`config.mk`:
```
export PLATFORM = sky130hd
export DESIGN_NAME = frame_multiplicity_filter
export DESIGN_NICKNAME = d
export VERILOG_FILES = /design/src/sv/fmf_pkg.sv /design/src/sv/fmf_row_ram.sv /design/src/sv/fmf_ctrl.sv /design/src/sv/frame_multiplicity_filter.sv
export SDC_FILE = /design/constraint.sdc
export NUM_CORES = 2
export LEC_CHECK = 0
export ABC_AREA = 1
export BUFFER_PORTS_ARGS = -buffer_cell sky130_fd_sc_hd__clkbuf_2
export CAP_MARGIN = 20
export CELL_PAD_IN_SITES_DETAIL_PLACEMENT = 0
export CELL_PAD_IN_SITES_GLOBAL_PLACEMENT = 1
export CORE_UTILIZATION = 54
export DETAILED_ROUTE_END_ITERATION = 16
export GPL_TIMING_DRIVEN = 0
export HOLD_SLACK_MARGIN = 0.05
export PLACE_DENSITY = 0.88
export SLEW_MARGIN = 20
export SYNTH_ARGS = -nofsm -noshare
export SYNTH_HDL_FRONTEND = slang
export SYNTH_HIERARCHICAL = 1
export SYNTH_SLANG_ARGS = --single-unit
```
`constraint.sdc`:
```
create_clock -name clk -period 21.4 [get_ports clk]
set_input_delay 1.07 -clock clk [delete_from_list [all_inputs] [get_ports clk]]
set_output_delay 1.07 -clock clk [all_outputs]
set_load 0.01 [all_outputs]
```
`src/sv/fmf_pkg.sv`:
```
// ----------------------------------------------------------------------------
// fmf_pkg
// Shared constants and types of the frame multiplicity filter.
// ----------------------------------------------------------------------------
`default_nettype none

package fmf_pkg;

  localparam int MAX_POINTS       = 32;
  localparam int PAYLOAD_BITS     = 48;
  localparam int FRAME_BITS       = 32;
  localparam int OUT_PAYLOAD_BITS = 48;
  localparam int PW_BITS          = 6;
  localparam int COUNT_BITS       = $clog2(MAX_POINTS + 1);
  localparam int ADDR_BITS        = (MAX_POINTS > 1) ? $clog2(MAX_POINTS) : 1;

  localparam int PADDR_BITS = 3;
  localparam int PDATA_BITS = 32;

  localparam logic REG_POINTS_WANTED = 1'b0;
  localparam logic [PW_BITS-1:0] POINTS_RESET = PW_BITS'(1);

  typedef enum logic [1:0] {
    ST_IDLE,
    ST_DRAIN,
    ST_START
  } st_t;

  typedef struct packed {
    logic                    we;
    logic [ADDR_BITS-1:0]    waddr;
    logic [PAYLOAD_BITS-1:0] wdata;
    logic                    re;
    logic [ADDR_BITS-1:0]    raddr;
  } ram_req_t;

endpackage

`default_nettype wire

```
`src/sv/fmf_row_ram.sv`:
```
// ----------------------------------------------------------------------------
// fmf_row_ram
// Row payload store: one write and one registered read port, read data held
// while no read is issued.
// ----------------------------------------------------------------------------
`default_nettype none

module fmf_row_ram
  import fmf_pkg::*;
(
  input  wire logic                    clk,
  input  wire ram_req_t                req,
  output logic [PAYLOAD_BITS-1:0]      rdata
);

  logic [PAYLOAD_BITS-1:0] mem [MAX_POINTS];

  always_ff @(posedge clk) begin
    if (req.we) begin
      mem[req.waddr] <= req.wdata;
    end
    if (req.re) begin
      rdata <= mem[req.raddr];
    end
  end

endmodule

`default_nettype wire

```
`src/sv/fmf_ctrl.sv`:
```
// ----------------------------------------------------------------------------
// fmf_ctrl
// Frame tracking, row buffering and drain sequencer of the filter.
// ----------------------------------------------------------------------------
`default_nettype none

module fmf_ctrl
  import fmf_pkg::*;
(
  input  wire logic                    clk,
  input  wire logic                    rst,
  input  wire logic [PW_BITS-1:0]      points_wanted,
  input  wire logic                    in_valid,
  output logic                         in_stall,
  input  wire logic [FRAME_BITS-1:0]   frame_number,
  input  wire logic [47:0]             row_payload,
  input  wire logic                    end_of_data,
  output logic                         out_valid,
  input  wire logic                    out_stall,
  output logic [FRAME_BITS-1:0]        out_frame_number,
  output logic                         last_of_frame,
  output ram_req_t                     ram_req
);

  st_t                     state, state_next;
  logic [FRAME_BITS-1:0]   cur_frame, cur_frame_next;
  logic [COUNT_BITS-1:0]   rows, rows_next;
  logic                    open, open_next;
  logic                    ovf, ovf_next;
  logic [FRAME_BITS-1:0]   drn_frame, drn_frame_next;
  logic [COUNT_BITS-1:0]   drn_count, drn_count_next;
  logic [ADDR_BITS-1:0]    rd_idx, rd_idx_next;
  logic                    pend, pend_next;
  logic [FRAME_BITS-1:0]   pend_frame, pend_frame_next;
  logic [PAYLOAD_BITS-1:0] pend_payload, pend_payload_next;
  logic                    pend_eod, pend_eod_next;
  logic                    out_valid_r, out_valid_next;
  logic [FRAME_BITS-1:0]   out_frame_r, out_frame_next;
  logic                    out_last_r, out_last_next;

  logic                    accept;
  logic                    same;
  logic                    room;
  logic [COUNT_BITS-1:0]   rows_inc;
  logic                    same_eod_pass;
  logic                    old_pass;
  logic                    pw_one;
  logic                    out_free;
  logic                    rd_issue;
  logic                    rd_last;
  logic [PAYLOAD_BITS-1:0] in_payload;

  assign in_stall      = (state != ST_IDLE);
  assign accept        = in_valid && (state == ST_IDLE);
  assign in_payload    = PAYLOAD_BITS'(row_payload);
  assign same          = open && (frame_number == cur_frame);
  assign room          = rows < COUNT_BITS'(MAX_POINTS);
  assign rows_inc      = rows + COUNT_BITS'(1);
  assign same_eod_pass = !ovf && room && (PW_BITS'(rows_inc) == points_wanted);
  assign old_pass      = open && !ovf && (PW_BITS'(rows) == points_wanted);
  assign pw_one        = (points_wanted == PW_BITS'(1));
  assign out_free      = !out_valid_r || !out_stall;
  assign rd_issue      = (state == ST_DRAIN) && out_free;
  assign rd_last       = (COUNT_BITS'(rd_idx) + COUNT_BITS'(1)) == drn_count;

  assign out_valid        = out_valid_r;
  assign out_frame_number = out_frame_r;
  assign last_of_frame    = out_last_r;

  // next state
  always_comb begin
    state_next = state;
    case (state)
      ST_IDLE: begin
        if (accept) begin
          if (same) begin
            if (end_of_data && same_eod_pass) begin
              state_next = ST_DRAIN;
            end
          end else if (old_pass) begin
            state_next = ST_DRAIN;
          end else if (end_of_data && pw_one) begin
            state_next = ST_DRAIN;
          end
        end
      end
      ST_DRAIN: begin
        if (rd_issue && rd_last) begin
          state_next = pend ? ST_START : ST_IDLE;
        end
      end
      ST_START: begin
        state_next = (pend_eod && pw_one) ? ST_DRAIN : ST_IDLE;
      end
      default: begin
        state_next = ST_IDLE;
      end
    endcase
  end

  // datapath and memory requests
  always_comb begin
    cur_frame_next    = cur_frame;
    rows_next         = rows;
    open_next         = open;
    ovf_next          = ovf;
    drn_frame_next    = drn_frame;
    drn_count_next    = drn_count;
    rd_idx_next       = rd_idx;
    pend_next         = pend;
    pend_frame_next   = pend_frame;
    pend_payload_next = pend_payload;
    pend_eod_next     = pend_eod;
    out_valid_next    = out_valid_r && out_stall;
    out_frame_next    = out_frame_r;
    out_last_next     = out_last_r;
    ram_req           = '0;
    case (state)
      ST_IDLE: begin
        if (accept) begin
          if (same) begin
            if (room) begin
              ram_req.we    = 1'b1;
              ram_req.waddr = ADDR_BITS'(rows);
              ram_req.wdata = in_payload;
              rows_next     = rows_inc;
            end else begin
              ovf_next = 1'b1;
            end
            if (end_of_data) begin
              open_next = 1'b0;
              rows_next = '0;
              ovf_next  = 1'b0;
              if (same_eod_pass) begin
                drn_frame_next = cur_frame;
                drn_count_next = rows_inc;
                rd_idx_next    = '0;
              end
            end
          end else if (old_pass) begin
            drn_frame_next    = cur_frame;
            drn_count_next    = rows;
            rd_idx_next       = '0;
            pend_next         = 1'b1;
            pend_frame_next   = frame_number;
            pend_payload_next = in_payload;
            pend_eod_next     = end_of_data;
            open_next         = 1'b0;
            rows_next         = '0;
            ovf_next          = 1'b0;
          end else begin
            ram_req.we     = 1'b1;
            ram_req.waddr  = '0;
            ram_req.wdata  = in_payload;
            cur_frame_next = frame_number;
            ovf_next       = 1'b0;
            if (end_of_data) begin
              open_next = 1'b0;
              rows_next = '0;
              if (pw_one) begin
                drn_frame_next = frame_number;
                drn_count_next = COUNT_BITS'(1);
                rd_idx_next    = '0;
              end
            end else begin
              open_next = 1'b1;
              rows_next = COUNT_BITS'(1);
            end
          end
        end
      end
      ST_DRAIN: begin
        if (rd_issue) begin
          ram_req.re     = 1'b1;
          ram_req.raddr  = rd_idx;
          rd_idx_next    = rd_idx + ADDR_BITS'(1);
          out_valid_next = 1'b1;
          out_frame_next = drn_frame;
          out_last_next  = rd_last;
        end
      end
      ST_START: begin
        ram_req.we     = 1'b1;
        ram_req.waddr  = '0;
        ram_req.wdata  = pend_payload;
        cur_frame_next = pend_frame;
        pend_next      = 1'b0;
        ovf_next       = 1'b0;
        if (pend_eod) begin
          open_next = 1'b0;
          rows_next = '0;
          if (pw_one) begin
            drn_frame_next = pend_frame;
            drn_count_next = COUNT_BITS'(1);
            rd_idx_next    = '0;
          end
        end else begin
          open_next = 1'b1;
          rows_next = COUNT_BITS'(1);
        end
      end
      default: begin
        ram_req = '0;
      end
    endcase
  end

  always_ff @(posedge clk) begin
    if (rst) begin
      state       <= ST_IDLE;
      cur_frame   <= '0;
      rows        <= '0;
      open        <= 1'b0;
      ovf         <= 1'b0;
      pend        <= 1'b0;
      out_valid_r <= 1'b0;
    end else begin
      state       <= state_next;
      cur_frame   <= cur_frame_next;
      rows        <= rows_next;
      open        <= open_next;
      ovf         <= ovf_next;
      pend        <= pend_next;
      out_valid_r <= out_valid_next;
    end
  end

  always_ff @(posedge clk) begin
    drn_frame    <= drn_frame_next;
    drn_count    <= drn_count_next;
    rd_idx       <= rd_idx_next;
    pend_frame   <= pend_frame_next;
    pend_payload <= pend_payload_next;
    pend_eod     <= pend_eod_next;
    out_frame_r  <= out_frame_next;
    out_last_r   <= out_last_next;
  end

endmodule

`default_nettype wire

```
`src/sv/frame_multiplicity_filter.sv`:
```
// ----------------------------------------------------------------------------
// frame_multiplicity_filter
// Groups list-mode rows by frame number and passes only frames whose row
// count equals the programmed point count.
//
//   channel  | direction | handshake           | payload
//   ---------+-----------+---------------------+---------------------------------
//   input    | in        | in_valid / in_stall | frame_number, row_payload,
//            |           |                     | end_of_data
//   output   | out       | out_valid/out_stall | out_frame_number, out_payload,
//            |           |                     | last_of_frame
//   config   | in        | apb psel/penable    | points_wanted at address 0
//
// A row that does not close a passing frame is accepted without a stall.
// A passing frame of n rows is read from the row memory at one row a cycle
// when out_stall is low; the input is stalled in the drain and start states.
// An end-of-data row starting a one-row frame with a count of one adds a
// further row read. Output stalls hold the drain through the read enable.
// Synchronous reset; the row memory has no reset.
// ----------------------------------------------------------------------------
`default_nettype none

module frame_multiplicity_filter
  import fmf_pkg::*;
(
  input  wire logic                         clk,
  input  wire logic                         rst,
  input  wire logic                         psel,
  input  wire logic                         penable,
  input  wire logic                         pwrite,
  input  wire logic [PADDR_BITS-1:0]        paddr,
  input  wire logic [PDATA_BITS-1:0]        pwdata,
  output logic      [PDATA_BITS-1:0]        prdata,
  output logic                              pready,
  input  wire logic                         in_valid,
  output logic                              in_stall,
  input  wire logic [FRAME_BITS-1:0]        frame_number,
  input  wire logic [47:0]                  row_payload,
  input  wire logic                         end_of_data,
  output logic                              out_valid,
  input  wire logic                         out_stall,
  output logic      [FRAME_BITS-1:0]        out_frame_number,
  output logic      [OUT_PAYLOAD_BITS-1:0]  out_payload,
  output logic                              last_of_frame
);

  logic [PW_BITS-1:0]      points_wanted;
  ram_req_t                ram_req;
  logic [PAYLOAD_BITS-1:0] ram_rdata;
  logic                    reg_sel;

  assign pready  = 1'b1;
  assign reg_sel = (paddr[2] == REG_POINTS_WANTED);

  always_ff @(posedge clk) begin
    if (rst) begin
      points_wanted <= POINTS_RESET;
    end else if (psel && penable && pwrite && pready && reg_sel) begin
      points_wanted <= pwdata[PW_BITS-1:0];
    end
  end

  assign prdata = reg_sel ? PDATA_BITS'(points_wanted) : '0;

  fmf_ctrl u_ctrl (
    .clk              (clk),
    .rst              (rst),
    .points_wanted    (points_wanted),
    .in_valid         (in_valid),
    .in_stall         (in_stall),
    .frame_number     (frame_number),
    .row_payload      (row_payload),
    .end_of_data      (end_of_data),
    .out_valid        (out_valid),
    .out_stall        (out_stall),
    .out_frame_number (out_frame_number),
    .last_of_frame    (last_of_frame),
    .ram_req          (ram_req)
  );

  fmf_row_ram u_ram (
    .clk   (clk),
    .req   (ram_req),
    .rdata (ram_rdata)
  );

  assign out_payload = OUT_PAYLOAD_BITS'(ram_rdata);

endmodule

`default_nettype wire

```
Yosys cells after proc, flatten, opt, wreduce, memory -nomap -nowiden. Memories as Yosys holds them, arrays and structs flattened. A register that Yosys moved wholly into a read port is not among the register bits. Cells that the tools add are included.

Bits in registers: 207. RAM bits: 1536. Memories kept: 1.

Memory list: u_ram.mem (depth 32, bits a word 48, read ports 1, clocked after memory_dff 1, write ports 1, RTL line fmf_row_ram.sv:16) `logic [PAYLOAD_BITS-1:0] mem [MAX_POINTS];`.

$add $sub $neg: 3. Order comparisons: 1. Equality and inequality tests: 23. Multiplexer cells: 78. Bitwise logic cells: 2. Reductions and logical operators: 34.

Operators by type and width (number): $mux W32 (12); $mux W54 (4); $pmux W32 S2 (2); $pmux W54 S2 (1); $mux W6 (16); $mux W5 (9); $eq A32 B32 Y1 (1); $pmux W6 S2 (2); $mux W1 (20); $eq A6 B6 Y1 (3); $reduce_and A4 Y1 (4); $logic_and A1 B1 Y1 (15); $pmux W5 S3 (1); $mux W2 (7); $ne A2 B1 Y1 const B (5); $ne A3 B3 Y1 const B (3); $reduce_and A3 Y1 (3); $ne A4 B4 Y1 const B (2); $reduce_and A8 Y1 (1); $reduce_and A7 Y1 (1); $add A5 B1 Y6 const B (1); $add A6 B1 Y6 const B (1); $eq A6 B1 Y1 const B (1); $lt A6 B6 Y1 const B (1); other kinds (17) (25).

Depth between registers and ports, before layout.
Depth in word-level cells: 9. Gate-level depth with buffers: 17. Depth with buffers taken out: 14.

Modules after synthesis. Netlist, hierarchy kept.

By module, submodules not included: fmf_row_ram (times used 1, cells an instance 5279, area each 63449.6 sq um, sequential area each 47565.6 sq um); fmf_ctrl (times used 1, cells an instance 1214, area each 10158.5 sq um, sequential area each 5595.4 sq um); frame_multiplicity_filter (times used 1, cells an instance 84, area each 559.3 sq um, sequential area each 120.1 sq um).

Least setup slack after synthesis. OpenSTA, ideal clock, no wires.

Path type: input to register. Start: input port frame_number[31]. End: register u_ctrl.pend_eod (enable). Arrival: 7.285 ns. Setup slack: 13.495 ns. Cell stages on the path: 8. Cell sequence: inv_1 or2_2 nand3_1 nor2_1 nand3_1 nor2_1 buf_2 nor3_1.

Longest elaborated chain between the ends: 4.

RTL lines: from (decl) (RTL line frame_multiplicity_filter.sv:37) `input wire logic [FRAME_BITS-1:0] frame_number,`; $eq A32 B32 Y1 (RTL line fmf_ctrl.sv:56) `assign same = open && (frame_number == cur_frame);`; $logic_and A1 B1 Y1 (RTL line fmf_ctrl.sv:56); $not A1 Y1 (no source line); $reduce_and A4 Y1 (no source line); to (signal assigned) (RTL line fmf_ctrl.sv:234) `pend_eod <= pend_eod_next;`; to (decl) (RTL line fmf_ctrl.sv:36) `logic pend_eod, pend_eod_next;`.

No other way between the ends. A chain may end at the register's enable or synchronous reset.

==> results.py <==
metrics = {
    "clocking": {
        "postCtsHoldBufs": 0,
        "h-tree-depth": 4,
        "clock_path_buffers": 3,
        "cts_resized": 0,
        "cts_tree": "yes",
        "clock-sinks": 1791,
        "post_cts_buffers": 0,
        "clk_latency_ns": 0.84,
        "clkTransAtPathRegs_ns": 0.06,
        "numCtsBuffers": 178,
        "cts_root_buf": "clkbuf_16",
    },
    "global_routing": {
        "grt_max_degree": 47,
        "grt_pass1_wl_um": 333000,
        "grt_overflow": 0,
        "antenna_found_initial": 28,
        "first_global_vias": 51100,
        "track_usage": 0.332,
    },
    "power": {
        "peakVddDrop_mv": 0.119,
        "p_leak_nw": 32.9,
        "p_per_area_nw_per_um2": 123,
    },
    "synthesis": {
        "synth_compound_area_frac": 0.0151,
        "yosys-mux-area-fraction": 0,
        "synth_area_leaders": "edfxtp_1, nand2_1, nand3_1",
        "synth_most_common_cell": "nand2_1",
        "synth_largest_area_cell": "edfxtp_1",
        "ys_top_cells_by_count": "nand2_1, edfxtp_1, nand3_1",
        "synthAdderAreaFrac": 0.00101,
        "syn_area_um2": 74200,
        "synth-seq-cells": 1791,
        "yosys_most_used_dff": "edfxtp_1",
        "yosysWarningCount": 6,
        "synth_cell_types": 40,
        "syn_avg_cell_area_um2": 11.3,
        "synth.top_cell.area_share": 0.705,
        "netlist_instances": 6577,
        "synth-edff-count": 1741,
        "yosysSeqAreaShare": 0.718,
        "synth_top_family_by_area": "simple AND/OR/NAND/NOR gates",
        "synth_simple_gate_area_share": 0.225,
        "ys_async_sr_fraction": 0,
        "synth_xor_area_frac": 0.00142,
    },
    "routing": {
        "drc_errors": 0,
        "drt-initial-drc-count": 7396,
        "firstDrtPassIters": 6,
        "drtAntennaViolNets": 0,
        "wl_per_cell_um": 25.8,
        "wl_um": 233000,
        "viasPerCell": 5.97,
        "vias": 53800,
    },
    "timing": {
        "worst_slack_ns": 16.28,
        "max_freq_mhz": 195,
        "finalSetupViolCount": 0,
        "timing.final.crit_share": 0.239,
        "hold_viol_final": 0,
        "slew_headroom": 0.217,
        "finalMaxSlewViolations": 0,
        "rsz0062_at_grt": "no",
        "tightest_slew_ns": 1.17,
        "period_minus_slack_ns": 5.12,
        "setup_tns_ns": 0,
        "fin_worst_skew_ns": 0.0358,
    },
    "floorplanning": {
        "dieArea_um2": 139000,
        "row_count": 135,
        "initial_utilization": 0.546,
        "fp.dieW_um": 373,
        "die_y_um": 373,
        "pin_count": 239,
        "core_um2": 136000,
    },
    "critical_path": {
        "critPathArrivalTime_ns": 5.63,
        "cp_max_fo": 19,
        "cp_cell_sequence": "clkbuf_2 -> inv_1 -> or2_2 -> nand2_1 -> nor2_1 -> nand3_1 -> nor2_1 -> nand3_4 -> nand2_4 -> o211ai_4 -> clkbuf_2 -> nand2_1 -> nand3_1 -> nor2_4 -> buf_12",
        "path_class": "input pin to flop",
        "critPathSlowestCell": "nor2_4",
        "cp.required_ns": 21.90,
        "cp-start-kind": "input pin",
        "slowest_delay_ns": 0.98,
        "crit_path_end_kind": "flop",
    },
    "cells_and_area": {
        "utilization": 0.638,
        "final_layout_size_suffix_gt1_frac": 0.134,
        "fillerInstances": 10200,
        "fin_nets": 7220,
        "syn2layout_area_growth_pct": 16.8,
    },
    "placement": {
        "gp_congestion": 0.900,
        "io_buffers": 182,
        "dp.final_hpwl_um": 159000,
        "dp_worst_setup_slack_ns": 15.64,
    },
    "job": {
        "drv_cap": 0,
    },
    "worst_hold_path": {
        "hp-class": "flop to flop",
    },
    "status": {
        "status": "finished, final reports clean",
    },
}
## layout by cell type, fill, tap and decap left out, types with 29 or more instances in the layout
cell type  instances
buf_6             34
inv_1            164
buf_12            63
clkinv_2          29
nor2_4            32
nand2_1         2512
clkbuf_1         109
buf_4             79
clkinv_1          48
buf_16            46
a21oi_1           41
o21ai_0           60
dfxtp_1           50
clkbuf_16        181
clkbuf_2         193
edfxtp_1        1741
o21ai_4           48
nand3_1         1242
buf_2            182
nor2_1           145
## where the power goes
group          internal [mW]  leakage, nW  total, mW  switching [mW]
registers               4.42         16.4       4.50          0.0806
logic                  0.830         13.7       3.08            2.25
clock network           1.74         2.76       3.07            1.32
## worst max-delay path: cells and delay by family
family	cells	cell delay [ns]
buf+inv	4	1.03
compound gates	1	0.11
simple gates	10	3.36
## metrics by stage
step	power, mW	cell area, um^2	hold slack [ns]	instances
detailed placement	7.55	80900	0.405	8692
finish	10.6	86600	0.417	9025
CTS	10.6	86600	0.390	9011
global route	11.0	86600	0.405	9012
floorplan	6.21	74300	0.400	6602
global placement	7.33	77400	0.406	8565
## flip-flops by register name, indices dropped and copies added, names as in the netlist
name	cells
u_ctrl/open	1
u_ctrl/rd_idx	5
u_ctrl/pend_eod	1
u_ctrl/out_frame_number	32
u_ctrl/pend_payload	48
u_ctrl/cur_frame	32
u_ctrl/last_of_frame	1
u_ctrl/rows	6
u_ctrl/pend_frame	32
u_ctrl/out_valid	1
u_ctrl/state	2
u_ctrl/pend	1
u_ctrl/drn_count	6
u_ram/rdata	48
u_ram/mem	1536
u_ctrl/ovf	1
points_wanted	6
u_ctrl/drn_frame	32
## per-layer routing
| layer | global-route usage | vias up | share of wire |
|---|---|---|---|
| met5 | 0 | - | 0.0013 |
| met4 | 0.161 | 48 | 0.051 |
| met3 | 0.0940 | 641 | 0.13 |
| met2 | 0.516 | 3610 | 0.45 |
| met1 | 0.429 | 25800 | 0.36 |
| li1 | - | 23700 | - |
## kinds of logic (layout without fill, tap and decap cells)
family | count (synthesis) | in the layout
DFF | 1791 | 1791
and+or+nand+nor | 3982 | 3982
AOI/OAI and AO/OA | 198 | 198
adders and majority gates | 6 | 6
buffers and inverters | 586 | 1214
xor gates and xnor gates | 12 | 12
other | 2 | 41
## layout make-up
class                      instances  area, um^2  share of cell area
clock buffer                     204        4630              0.0534
multi-input combinational       4225       18800               0.217
timing repair buffer             309        3620              0.0418
antenna                           14        35.0            0.000405
tap                             1781        2230              0.0257
sequential                      1791       53300               0.615
clock inverter                   115        1050              0.0121
buffer                           404        2250              0.0260
inverter                         182         688             0.00795
## final timing paths
| path | endpoint | from | slack [ns] | cells past startpoint |
|---|---|---|---|---|
| worst max-delay path | u_ram/mem[4][27]$_DFFE_PP_ | frame_number[21] | 16.28 | 15 |
| worst min-delay path | u_ctrl/out_frame_number[12]$_DFFE_PP_ | u_ctrl/drn_frame[12]$_DFFE_PP_ | 0.42 | 0 |
| worst max register to register | u_ram/mem[4][27]$_DFFE_PP_ | u_ctrl/cur_frame[19]$_SDFFE_PP0P_ | 16.33 | 14 |
| worst min register to register | u_ctrl/out_frame_number[12]$_DFFE_PP_ | u_ctrl/drn_frame[12]$_DFFE_PP_ | 0.42 | 0 |
Power figures use the tool's default switching activity.
